`src/sv/two_class_round_robin_scheduler_macros.svh`:
```
// Assertion macros for the two-class round-robin scheduler; its datapath uses them.
// Define NO_ASSERTIONS to compile every macro below to nothing.
`ifndef TWO_CLASS_ROUND_ROBIN_SCHEDULER_MACROS_SVH
`define TWO_CLASS_ROUND_ROBIN_SCHEDULER_MACROS_SVH
`ifndef NO_ASSERTIONS
// An expression that must hold at every clock edge out of reset.
`define TCRR_ASSERT_HOLDS(label, clk, rst_n, expr) \
	label: assert property (@(posedge clk) disable iff (!rst_n) (expr)) \
		else $error("scheduler invariant violated");
// A consequence that must hold in the same cycle as its cause.
`define TCRR_ASSERT_IMPL(label, clk, rst_n, ante, cons) \
	label: assert property (@(posedge clk) disable iff (!rst_n) (ante) |-> (cons)) \
		else $error("scheduler implication violated");
// A consequence that must hold in the cycle after its cause.
`define TCRR_ASSERT_NEXT(label, clk, rst_n, ante, cons) \
	label: assert property (@(posedge clk) disable iff (!rst_n) (ante) |=> (cons)) \
		else $error("scheduler next-cycle check violated");
`else
`define TCRR_ASSERT_HOLDS(label, clk, rst_n, expr)
`define TCRR_ASSERT_IMPL(label, clk, rst_n, ante, cons)
`define TCRR_ASSERT_NEXT(label, clk, rst_n, ante, cons)
`endif
`endif

```
`src/sv/tcrr_pkg.sv`:
```
// Shared constants, types and helpers of the two-class round-robin scheduler.
// No dependencies; every other source file but the macros header imports this package.
package tcrr_pkg;

	localparam int QUEUE_DEPTH = 128;
	localparam int ID_W        = 8;
	localparam int PTR_W       = $clog2(QUEUE_DEPTH);
	localparam int FILL_W      = $clog2(QUEUE_DEPTH + 1);
	localparam int COUNT_W     = 8;
	localparam int QUANTUM_W   = 16;

	localparam logic [QUANTUM_W-1:0] QUANTUM_RESET = QUANTUM_W'(100);

	// Request function codes.
	localparam logic FUNC_ADD  = 1'b0;
	localparam logic FUNC_TICK = 1'b1;

	// Commands from the controller to the datapath.
	typedef struct packed {
		logic capture;    // a request word is taken this cycle
		logic add;        // append the request id to its class queue
		logic start;      // begin a slice on the highest-priority non-empty queue
		logic advance;    // count one tick of the running slice
		logic rotate_rd;  // quantum expired: read the head and end the slice
		logic rotate_wr;  // write the rotated id back at the tail
		logic load_out;   // load the result register
	} tcrr_cmd_t;

	// Status from the datapath to the controller.
	typedef struct packed {
		logic func;
		logic slice_active;
		logic both_empty;
		logic expire;
	} tcrr_stat_t;

	// Advance a ring pointer with wrap at the end of the ring.
	function automatic logic [PTR_W-1:0] ptr_next(input logic [PTR_W-1:0] ptr);
		logic [PTR_W-1:0] nxt;
		if (ptr == PTR_W'(QUEUE_DEPTH - 1)) begin
			nxt = '0;
		end else begin
			nxt = ptr + PTR_W'(1);
		end
		return nxt;
	endfunction

endpackage

```
`src/sv/tcrr_ifs.sv`:
```
// Valid/ready channel interfaces for scheduler request and result words.
// Depends on tcrr_pkg for the field widths.
interface tcrr_req_if import tcrr_pkg::*; ();
	logic            valid;
	logic            ready;
	logic            func;
	logic [ID_W-1:0] thread_id;
	logic            real_time_class;

	modport source (output valid, func, thread_id, real_time_class, input ready);
	modport sink (input valid, func, thread_id, real_time_class, output ready);
endinterface

interface tcrr_rsp_if import tcrr_pkg::*; ();
	logic               valid;
	logic               ready;
	logic               running_valid;
	logic [ID_W-1:0]    running_id;
	logic               running_class;
	logic               slice_ended;
	logic               add_rejected;
	logic [COUNT_W-1:0] real_time_count;
	logic [COUNT_W-1:0] general_count;

	modport source (output valid, running_valid, running_id, running_class, slice_ended,
		add_rejected, real_time_count, general_count, input ready);
	modport sink (input valid, running_valid, running_id, running_class, slice_ended,
		add_rejected, real_time_count, general_count, output ready);
endinterface

```
`src/sv/two_class_round_robin_scheduler.sv`:
```
// Two-class round-robin scheduler with strict priority of real-time over general ids.
// A request word is taken only while the block is idle; an add or an ordinary tick
// acts and then loads the result register, and the tick that ends a slice first
// reads the head id from its ring memory, then writes it back at the tail, then
// loads the result register. A result that is not taken holds the block in its
// hand-off cycle. There is no clearing pass after reset.
module two_class_round_robin_scheduler import tcrr_pkg::*; (
	input  logic                 clk,
	input  logic                 arst_n,
	tcrr_req_if.sink             req,
	tcrr_rsp_if.source           rsp,
	input  logic                 cfg_we,
	input  logic [QUANTUM_W-1:0] cfg_wdata
);

	tcrr_cmd_t  cmd;
	tcrr_stat_t stat;

	// Sequencing.
	tcrr_ctrl u_ctrl (
		.clk       (clk),
		.arst_n    (arst_n),
		.req_valid (req.valid),
		.req_ready (req.ready),
		.rsp_valid (rsp.valid),
		.rsp_ready (rsp.ready),
		.stat      (stat),
		.cmd       (cmd)
	);

	// Queues, slice state and result register.
	tcrr_dp u_dp (
		.clk             (clk),
		.arst_n          (arst_n),
		.cmd             (cmd),
		.stat            (stat),
		.func            (req.func),
		.thread_id       (req.thread_id),
		.real_time_class (req.real_time_class),
		.cfg_we          (cfg_we),
		.cfg_wdata       (cfg_wdata),
		.running_valid   (rsp.running_valid),
		.running_id      (rsp.running_id),
		.running_class   (rsp.running_class),
		.slice_ended     (rsp.slice_ended),
		.add_rejected    (rsp.add_rejected),
		.real_time_count (rsp.real_time_count),
		.general_count   (rsp.general_count)
	);

endmodule

```
`src/sv/tcrr_dp.sv`:
```
// Scheduler datapath: the two id rings, their pointers and fill counts, slice state,
// quantum register and result register. Depends on tcrr_pkg and the macros header.
`include "two_class_round_robin_scheduler_macros.svh"

module tcrr_dp import tcrr_pkg::*; (
	input  logic                 clk,
	input  logic                 arst_n,
	input  tcrr_cmd_t            cmd,
	output tcrr_stat_t           stat,
	input  logic                 func,
	input  logic [ID_W-1:0]      thread_id,
	input  logic                 real_time_class,
	input  logic                 cfg_we,
	input  logic [QUANTUM_W-1:0] cfg_wdata,
	output logic                 running_valid,
	output logic [ID_W-1:0]      running_id,
	output logic                 running_class,
	output logic                 slice_ended,
	output logic                 add_rejected,
	output logic [COUNT_W-1:0]   real_time_count,
	output logic [COUNT_W-1:0]   general_count
);

	logic [ID_W-1:0]      rt_ring [QUEUE_DEPTH];
	logic [ID_W-1:0]      gen_ring [QUEUE_DEPTH];
	logic [ID_W-1:0]      rt_rd_q, gen_rd_q;
	logic [PTR_W-1:0]     rt_head_q, rt_tail_q, gen_head_q, gen_tail_q;
	logic [FILL_W-1:0]    rt_fill_q, gen_fill_q;
	logic                 slice_active_q, slice_from_rt_q, rot_rt_q;
	logic [QUANTUM_W-1:0] elapsed_q, quantum_q, elapsed_inc;
	logic                 ended_q, rejected_q;
	logic                 rt_full, gen_full, rt_empty, gen_empty;
	logic                 rt_push, gen_push, rt_we, gen_we, rt_re, gen_re;
	logic [ID_W-1:0]      rt_wdata, gen_wdata;

	// Queue conditions and the tick comparison.
	assign rt_full     = (rt_fill_q == FILL_W'(QUEUE_DEPTH));
	assign gen_full    = (gen_fill_q == FILL_W'(QUEUE_DEPTH));
	assign rt_empty    = (rt_fill_q == '0);
	assign gen_empty   = (gen_fill_q == '0);
	assign elapsed_inc = elapsed_q + QUANTUM_W'(1);

	assign stat.func         = func;
	assign stat.slice_active = slice_active_q;
	assign stat.both_empty   = rt_empty && gen_empty;
	assign stat.expire       = (elapsed_inc >= quantum_q);

	// Ring port controls: pushes and write-backs go to the tail, reads come from the head.
	assign rt_push   = cmd.add && real_time_class && !rt_full;
	assign gen_push  = cmd.add && !real_time_class && !gen_full;
	assign rt_we     = rt_push || (cmd.rotate_wr && rot_rt_q);
	assign gen_we    = gen_push || (cmd.rotate_wr && !rot_rt_q);
	assign rt_wdata  = cmd.rotate_wr ? rt_rd_q : thread_id;
	assign gen_wdata = cmd.rotate_wr ? gen_rd_q : thread_id;
	assign rt_re     = (cmd.start && !rt_empty) || (cmd.rotate_rd && slice_from_rt_q);
	assign gen_re    = (cmd.start && rt_empty) || (cmd.rotate_rd && !slice_from_rt_q);

	// Real-time ring memory with registered read.
	always_ff @(posedge clk) begin
		if (rt_we) begin
			rt_ring[rt_tail_q] <= rt_wdata;
		end
		if (rt_re) begin
			rt_rd_q <= rt_ring[rt_head_q];
		end
	end

	// General ring memory with registered read.
	always_ff @(posedge clk) begin
		if (gen_we) begin
			gen_ring[gen_tail_q] <= gen_wdata;
		end
		if (gen_re) begin
			gen_rd_q <= gen_ring[gen_head_q];
		end
	end

	// Pointers and fill counts. A rotation moves the head, then the tail, and keeps the fill.
	always_ff @(posedge clk or negedge arst_n) begin
		if (!arst_n) begin
			rt_head_q  <= '0;
			rt_tail_q  <= '0;
			rt_fill_q  <= '0;
			gen_head_q <= '0;
			gen_tail_q <= '0;
			gen_fill_q <= '0;
		end else begin
			if (rt_push) begin
				rt_fill_q <= rt_fill_q + FILL_W'(1);
			end
			if (gen_push) begin
				gen_fill_q <= gen_fill_q + FILL_W'(1);
			end
			if (rt_we) begin
				rt_tail_q <= ptr_next(rt_tail_q);
			end
			if (gen_we) begin
				gen_tail_q <= ptr_next(gen_tail_q);
			end
			if (cmd.rotate_rd && slice_from_rt_q) begin
				rt_head_q <= ptr_next(rt_head_q);
			end
			if (cmd.rotate_rd && !slice_from_rt_q) begin
				gen_head_q <= ptr_next(gen_head_q);
			end
		end
	end

	// Slice state, tick counter and per-word flags.
	always_ff @(posedge clk or negedge arst_n) begin
		if (!arst_n) begin
			slice_active_q  <= 1'b0;
			slice_from_rt_q <= 1'b0;
			rot_rt_q        <= 1'b0;
			elapsed_q       <= '0;
			ended_q         <= 1'b0;
			rejected_q      <= 1'b0;
		end else begin
			if (cmd.capture) begin
				ended_q    <= cmd.rotate_rd;
				rejected_q <= cmd.add && (real_time_class ? rt_full : gen_full);
			end
			if (cmd.start) begin
				slice_active_q  <= 1'b1;
				slice_from_rt_q <= !rt_empty;
				elapsed_q       <= '0;
			end else if (cmd.advance) begin
				elapsed_q <= elapsed_inc;
			end else if (cmd.rotate_rd) begin
				rot_rt_q        <= slice_from_rt_q;
				slice_active_q  <= 1'b0;
				slice_from_rt_q <= 1'b0;
				elapsed_q       <= '0;
			end
		end
	end

	// Quantum register.
	always_ff @(posedge clk or negedge arst_n) begin
		if (!arst_n) begin
			quantum_q <= QUANTUM_RESET;
		end else if (cfg_we) begin
			quantum_q <= cfg_wdata;
		end
	end

	// Result register, loaded once all updates of the word are done.
	always_ff @(posedge clk) begin
		if (cmd.load_out) begin
			running_valid   <= slice_active_q;
			running_id      <= slice_active_q ? (slice_from_rt_q ? rt_rd_q : gen_rd_q) : '0;
			running_class   <= slice_active_q && slice_from_rt_q;
			slice_ended     <= ended_q;
			add_rejected    <= rejected_q;
			real_time_count <= COUNT_W'(rt_fill_q);
			general_count   <= COUNT_W'(gen_fill_q);
		end
	end

	`TCRR_ASSERT_HOLDS(a_fill_bound, clk, arst_n,
		(rt_fill_q <= FILL_W'(QUEUE_DEPTH)) && (gen_fill_q <= FILL_W'(QUEUE_DEPTH)))
	`TCRR_ASSERT_IMPL(a_active_nonempty, clk, arst_n, slice_active_q,
		(slice_from_rt_q ? !rt_empty : !gen_empty))
	`TCRR_ASSERT_NEXT(a_rotate_keeps_fill, clk, arst_n, cmd.rotate_rd || cmd.rotate_wr,
		$stable(rt_fill_q) && $stable(gen_fill_q))

endmodule

```
`src/sv/tcrr_ctrl.sv`:
```
// Scheduler controller: sequences each request word through act, optional
// write-back and result hand-off. Depends on tcrr_pkg.
module tcrr_ctrl import tcrr_pkg::*; (
	input  logic       clk,
	input  logic       arst_n,
	input  logic       req_valid,
	output logic       req_ready,
	output logic       rsp_valid,
	input  logic       rsp_ready,
	input  tcrr_stat_t stat,
	output tcrr_cmd_t  cmd
);

	typedef enum logic [2:0] {
		ST_IDLE   = 3'b001,
		ST_ROTATE = 3'b010,
		ST_FINISH = 3'b100
	} tcrr_state_t;

	tcrr_state_t state_q, state_d;
	logic        out_valid_q;

	assign req_ready = (state_q == ST_IDLE);
	assign rsp_valid = out_valid_q;

	// Next state and datapath commands.
	always_comb begin
		state_d = state_q;
		cmd     = '0;
		unique case (state_q)
			ST_IDLE: begin
				if (req_valid) begin
					cmd.capture = 1'b1;
					state_d     = ST_FINISH;
					if (stat.func == FUNC_ADD) begin
						cmd.add = 1'b1;
					end else if (!stat.slice_active) begin
						cmd.start = !stat.both_empty;
					end else if (stat.expire) begin
						cmd.rotate_rd = 1'b1;
						state_d       = ST_ROTATE;
					end else begin
						cmd.advance = 1'b1;
					end
				end
			end
			ST_ROTATE: begin
				cmd.rotate_wr = 1'b1;
				state_d       = ST_FINISH;
			end
			ST_FINISH: begin
				if (!out_valid_q || rsp_ready) begin
					cmd.load_out = 1'b1;
					state_d      = ST_IDLE;
				end
			end
			default: begin
				state_d = ST_IDLE;
			end
		endcase
	end

	// State register and result valid flag.
	always_ff @(posedge clk or negedge arst_n) begin
		if (!arst_n) begin
			state_q     <= ST_IDLE;
			out_valid_q <= 1'b0;
		end else begin
			state_q <= state_d;
			if (cmd.load_out) begin
				out_valid_q <= 1'b1;
			end else if (rsp_ready) begin
				out_valid_q <= 1'b0;
			end
		end
	end

endmodule

```
`src/flat_wrapper.sv`:
```
// flat-port wrapper written by rule: the top's interface ports become plain ports
module two_class_round_robin_scheduler_flat import tcrr_pkg::*;
  (clk, arst_n, cfg_we, cfg_wdata, req_valid, req_func, req_thread_id, req_real_time_class, req_ready, rsp_valid, rsp_running_valid, rsp_running_id, rsp_running_class, rsp_slice_ended, rsp_add_rejected, rsp_real_time_count, rsp_general_count, rsp_ready);
  tcrr_req_if req_i ();
  tcrr_rsp_if rsp_i ();
  input  logic clk;
  input  logic arst_n;
  input  logic cfg_we;
  input  logic [QUANTUM_W-1:0] cfg_wdata;
  input wire logic [$bits(req_i.valid)-1:0] req_valid;
  input wire logic [$bits(req_i.func)-1:0] req_func;
  input wire logic [$bits(req_i.thread_id)-1:0] req_thread_id;
  input wire logic [$bits(req_i.real_time_class)-1:0] req_real_time_class;
  output wire logic [$bits(req_i.ready)-1:0] req_ready;
  output wire logic [$bits(rsp_i.valid)-1:0] rsp_valid;
  output wire logic [$bits(rsp_i.running_valid)-1:0] rsp_running_valid;
  output wire logic [$bits(rsp_i.running_id)-1:0] rsp_running_id;
  output wire logic [$bits(rsp_i.running_class)-1:0] rsp_running_class;
  output wire logic [$bits(rsp_i.slice_ended)-1:0] rsp_slice_ended;
  output wire logic [$bits(rsp_i.add_rejected)-1:0] rsp_add_rejected;
  output wire logic [$bits(rsp_i.real_time_count)-1:0] rsp_real_time_count;
  output wire logic [$bits(rsp_i.general_count)-1:0] rsp_general_count;
  input wire logic [$bits(rsp_i.ready)-1:0] rsp_ready;
  assign req_i.valid = req_valid;
  assign req_i.func = req_func;
  assign req_i.thread_id = req_thread_id;
  assign req_i.real_time_class = req_real_time_class;
  assign req_ready = req_i.ready;
  assign rsp_valid = rsp_i.valid;
  assign rsp_running_valid = rsp_i.running_valid;
  assign rsp_running_id = rsp_i.running_id;
  assign rsp_running_class = rsp_i.running_class;
  assign rsp_slice_ended = rsp_i.slice_ended;
  assign rsp_add_rejected = rsp_i.add_rejected;
  assign rsp_real_time_count = rsp_i.real_time_count;
  assign rsp_general_count = rsp_i.general_count;
  assign rsp_i.ready = rsp_ready;
  two_class_round_robin_scheduler u_core (.clk(clk), .arst_n(arst_n), .req(req_i), .rsp(rsp_i), .cfg_we(cfg_we), .cfg_wdata(cfg_wdata));
endmodule
```
`config.mk`:
```
export PLATFORM = sky130hd
export DESIGN_NAME = two_class_round_robin_scheduler_flat
export DESIGN_NICKNAME = d
export VERILOG_FILES = /design/src/sv/tcrr_pkg.sv /design/src/sv/tcrr_ifs.sv /design/src/sv/two_class_round_robin_scheduler.sv /design/src/sv/tcrr_dp.sv /design/src/sv/tcrr_ctrl.sv /design/src/flat_wrapper.sv
export VERILOG_INCLUDE_DIRS = /design/src /design/src/sv
export SDC_FILE = /design/constraint.sdc
export NUM_CORES = 2
export LEC_CHECK = 0
export ABC_AREA = 1
export BUFFER_PORTS_ARGS = -buffer_cell sky130_fd_sc_hd__buf_4
export CAP_MARGIN = 5
export CORE_ASPECT_RATIO = 1.25
export CORE_MARGIN = 10
export CORE_UTILIZATION = 65
export DETAILED_ROUTE_END_ITERATION = 16
export MAX_ROUTING_LAYER = met4
export PLACE_DENSITY = 0.81
export SLEW_MARGIN = 20
export SYNTH_ARGS = -nofsm -noshare
export SYNTH_HDL_FRONTEND = slang
export SYNTH_HIERARCHICAL = 1
export SYNTH_SLANG_ARGS = --single-unit
export TNS_END_PERCENT = 30
```
`constraint.sdc`:
```
create_clock -name clk -period 9.2 [get_ports clk]
set_input_delay 0.92 -clock clk [delete_from_list [all_inputs] [get_ports clk]]
set_output_delay 0.92 -clock clk [all_outputs]
set_load 0.03 [all_outputs]
```
==> results.md <==
* Cell area power density at 271 mW/mm^2
* FP Rows at 155
* Aggregate global-route resource usage at 0.303
* Synth-to-Final Area Change at 8.48%
* Lkg Pwr at 39.6 nW
* Post-synthesis sequential area ratio at 0.697
* DIE WIDTH at 359 um
* Clock Sinks at 2,177
* Final #Nets at 8,862
* CTS root buffer: clkbuf_16
* Fmax at 230 MHz
* CP Capture Type: flip-flop
* CTS clk-pin slew, worst paths at 70 ps
* Filler Cells Inserted at 9,329
* Final TNS setup at 0 ps
* RSZ-0062 raised after global routing: no
* Clock Latency Late Sink at 850 ps
* HP Class: in -> reg
* Arrival @ worst endpoint at 4790 ps
* Setup violators final at 0
* Crit Path Category: reg -> reg
* Status: finished clean
* Placer congestion estimate at 0.974
* Starting Density at 0.654
* Hpwl dp at 136 mm
* Worst-Margin Slew at 1150 ps
* Die H at 443 um
* Register area at 0.0650 mm^2
* Syn Nets at 8,986
* Cell variety after synth at 46
* Final min period at 4350 ps
* Post-DRT Antenna Nets at 0
* PortBufs at 60
* Worst vdd ir at 0.000276 V
* First-pass GRT wire length at 360 mm
* Multi-input logic area at 0.0230 mm^2
* Detailed Route WL at 237 mm
* Clock Path Buffers at 3
* Critical Path RT at 9640 ps
* Grt ovf at 0
* Most frequent cells in the layout: 2,692 x nand2_1, 2,092 x edfxtp_1, 1,224 x nor2_1
* Mean post-synth cell area at 10.4 um^2
* CTS tree: yes
* Final Hold Vio Count at 0
* Finished Layout Cells at 10,900
* Synth Cell Area at 0.0932 mm^2
* Die Area at 0.159 mm^2
* Vias at 64,600
* Final period utilization at 0.473
* Commonest non-fill, non-tap cell in the layout: nand2_1
* Synth Register Bits at 2,177
* Largest net degree at the start of global routing at 219
* DP Cell Count at 10,500
* Syn. warnings at 6
* Setup Fix Bufs, Post-CTS at 0
* Clock skew at 51.6 ps
* Vias in the first global route at 63,900
* Initial antenna violation count at 3
* Worst-path fanout max at 19
* H-Tree Depth at 4
* Routed wire length per instance at 21.9 um
* Vias per cell at 5.95
* Startpoint types: flip-flop
* Cells after synthesis at 8,930
* Core Region at 0.143 mm^2
* Total CTS buffers at 195
* DRT Pass-1 Iters at 7
* Max cap viols at 0
* Slew headroom at 0.230
* Starting DRT DRC Count at 8,822
* Drc violations at 0
* Fraction of layout cells with a size suffix above 1 at 0.0535
* I/O Pins at 61
* Max Slew Vio Count at 0
flip-flops by register name, indices dropped and copies added, names as in the netlist, 3 cells and up:
name	flops
u_core/u_ctrl/state_q	3
u_core/u_dp/elapsed_q	16
u_core/u_dp/gen_fill_q	8
u_core/u_dp/gen_head_q	7
u_core/u_dp/gen_rd_q	8
u_core/u_dp/gen_ring	1024
u_core/u_dp/gen_tail_q	7
u_core/u_dp/general_count	8
u_core/u_dp/quantum_q	16
u_core/u_dp/real_time_count	8
u_core/u_dp/rt_fill_q	8
u_core/u_dp/rt_head_q	7
u_core/u_dp/rt_rd_q	8
u_core/u_dp/rt_ring	1024
u_core/u_dp/rt_tail_q	7
u_core/u_dp/running_id	8
metrics by stage:
stage          area, um^2  utilization  hold WS, ps  setup WS [ps]  power [mW]
2_1_floorplan       93200            -          426           6030        16.7
3_3_place_gp        94600        0.664          434           5040        18.9
3_5_place_dp        94600        0.664          433           4930        19.1
4_1_cts            101000        0.709          225           4900        27.2
5_1_grt            101000        0.709          279           4550        28.4
6_report           101000        0.709          278           4850        27.4
cells in the mapped netlist (all sizes together):
library cell	number	area (um^2)
o22ai	8	50.1
edfxtp	2092	62800
xnor2	2	17.5
inv	865	3250
a31oi	1	6.26
o31ai	1	21.3
a22o	1	8.76
buf	281	1480
nor4	5	43.8
a21oi	46	234
nand4	17	196
nand3	876	4390
a2bb2oi	1	8.76
clkinv	14	52.6
nor3	15	91.3
dfrtp	81	2030
or2	3	18.8
o211ai	1	7.51
o31a	1	8.76
and3	5	31.3
clkbuf	165	619
nand2	2714	10200
ha	25	313
dfstp	4	105
o21ai	444	2220
nor2	1230	4620
nand3b	1	7.51
a32o	1	10.0
xor2	28	245
mux2	2	22.5
power breakdown:
part | total (mW) | leakage, nW | switching (mW) | internal, mW
Sequential | 11.4 | 19.8 | 0.382 | 11.1
Clock | 8.16 | 3.11 | 3.60 | 4.56
Combinational | 7.77 | 16.6 | 5.75 | 2.02
Total | 27.4 | 39.6 | 9.73 | 17.6
critical path, cell delays in order (launching register included):
cell,delay [ps]
dfrtp_1,450
inv_1,90
nand3_1,160
inv_1,470
clkinv_1,390
or2_2,430
nand2_8,200
nand3_2,820
nor2_1,930
worst paths after layout:
check / start / to / slack [ps] / cells past startpoint
min in group asynchronous: arst_n / u_core/u_dp/gen_fill_q[7] / 540 / 2
hold reg to reg: u_core/u_dp/ended_q / u_core/u_dp/slice_ended / 440 / 0
max in group asynchronous: arst_n / u_core/u_dp/rt_head_q[0] / 7340 / 3
setup reg to reg: u_core/u_ctrl/state_q[2] / u_core/u_dp/gen_ring[30][6] / 4850 / 8
setup / recovery: u_core/u_ctrl/state_q[2] / u_core/u_dp/gen_ring[30][6] / 4850 / 8
hold / removal: rsp_ready / u_core/u_ctrl/rsp_valid / 280 / 2
cell families (layout without fill, tap and decap cells):
group                    count (synthesis)  count (layout)  synth area share
flip-flops                            2177            2177             0.697
buffers and inverters                 1325            1364            0.0580
XOR/XNOR                                30              30           0.00282
AND/OR/NAND/NOR                       4866            4866             0.211
AO/OA/AOI/OAI                          505             505            0.0277
multiplexers                             2               2          0.000242
adder cells (fa/ha/maj)                 25              25           0.00336
other                                    0               3                 0
metal layers:
metal  wire length, um  global-route usage
met5                 0                   -
met4             17200               0.191
met3             24100              0.0506
met2            117000               0.490
met1             79400               0.351
layout make-up:
cell class,instances,share of cell area
sequential,2177,0.643
multi-input combinational,5428,0.227
clock buffer,241,0.0510
inverter,879,0.0329
tap,1884,0.0233
clock inverter,119,0.0124
timing repair buffer,125,0.0101
antenna,3,0.0000743
what timing repair did:
action                                 CTS  global route
hold buffers                             1             0
gates resized for setup                  0             0
endpoints found under the hold margin   21             0
(Power assumes the default switching activity.)
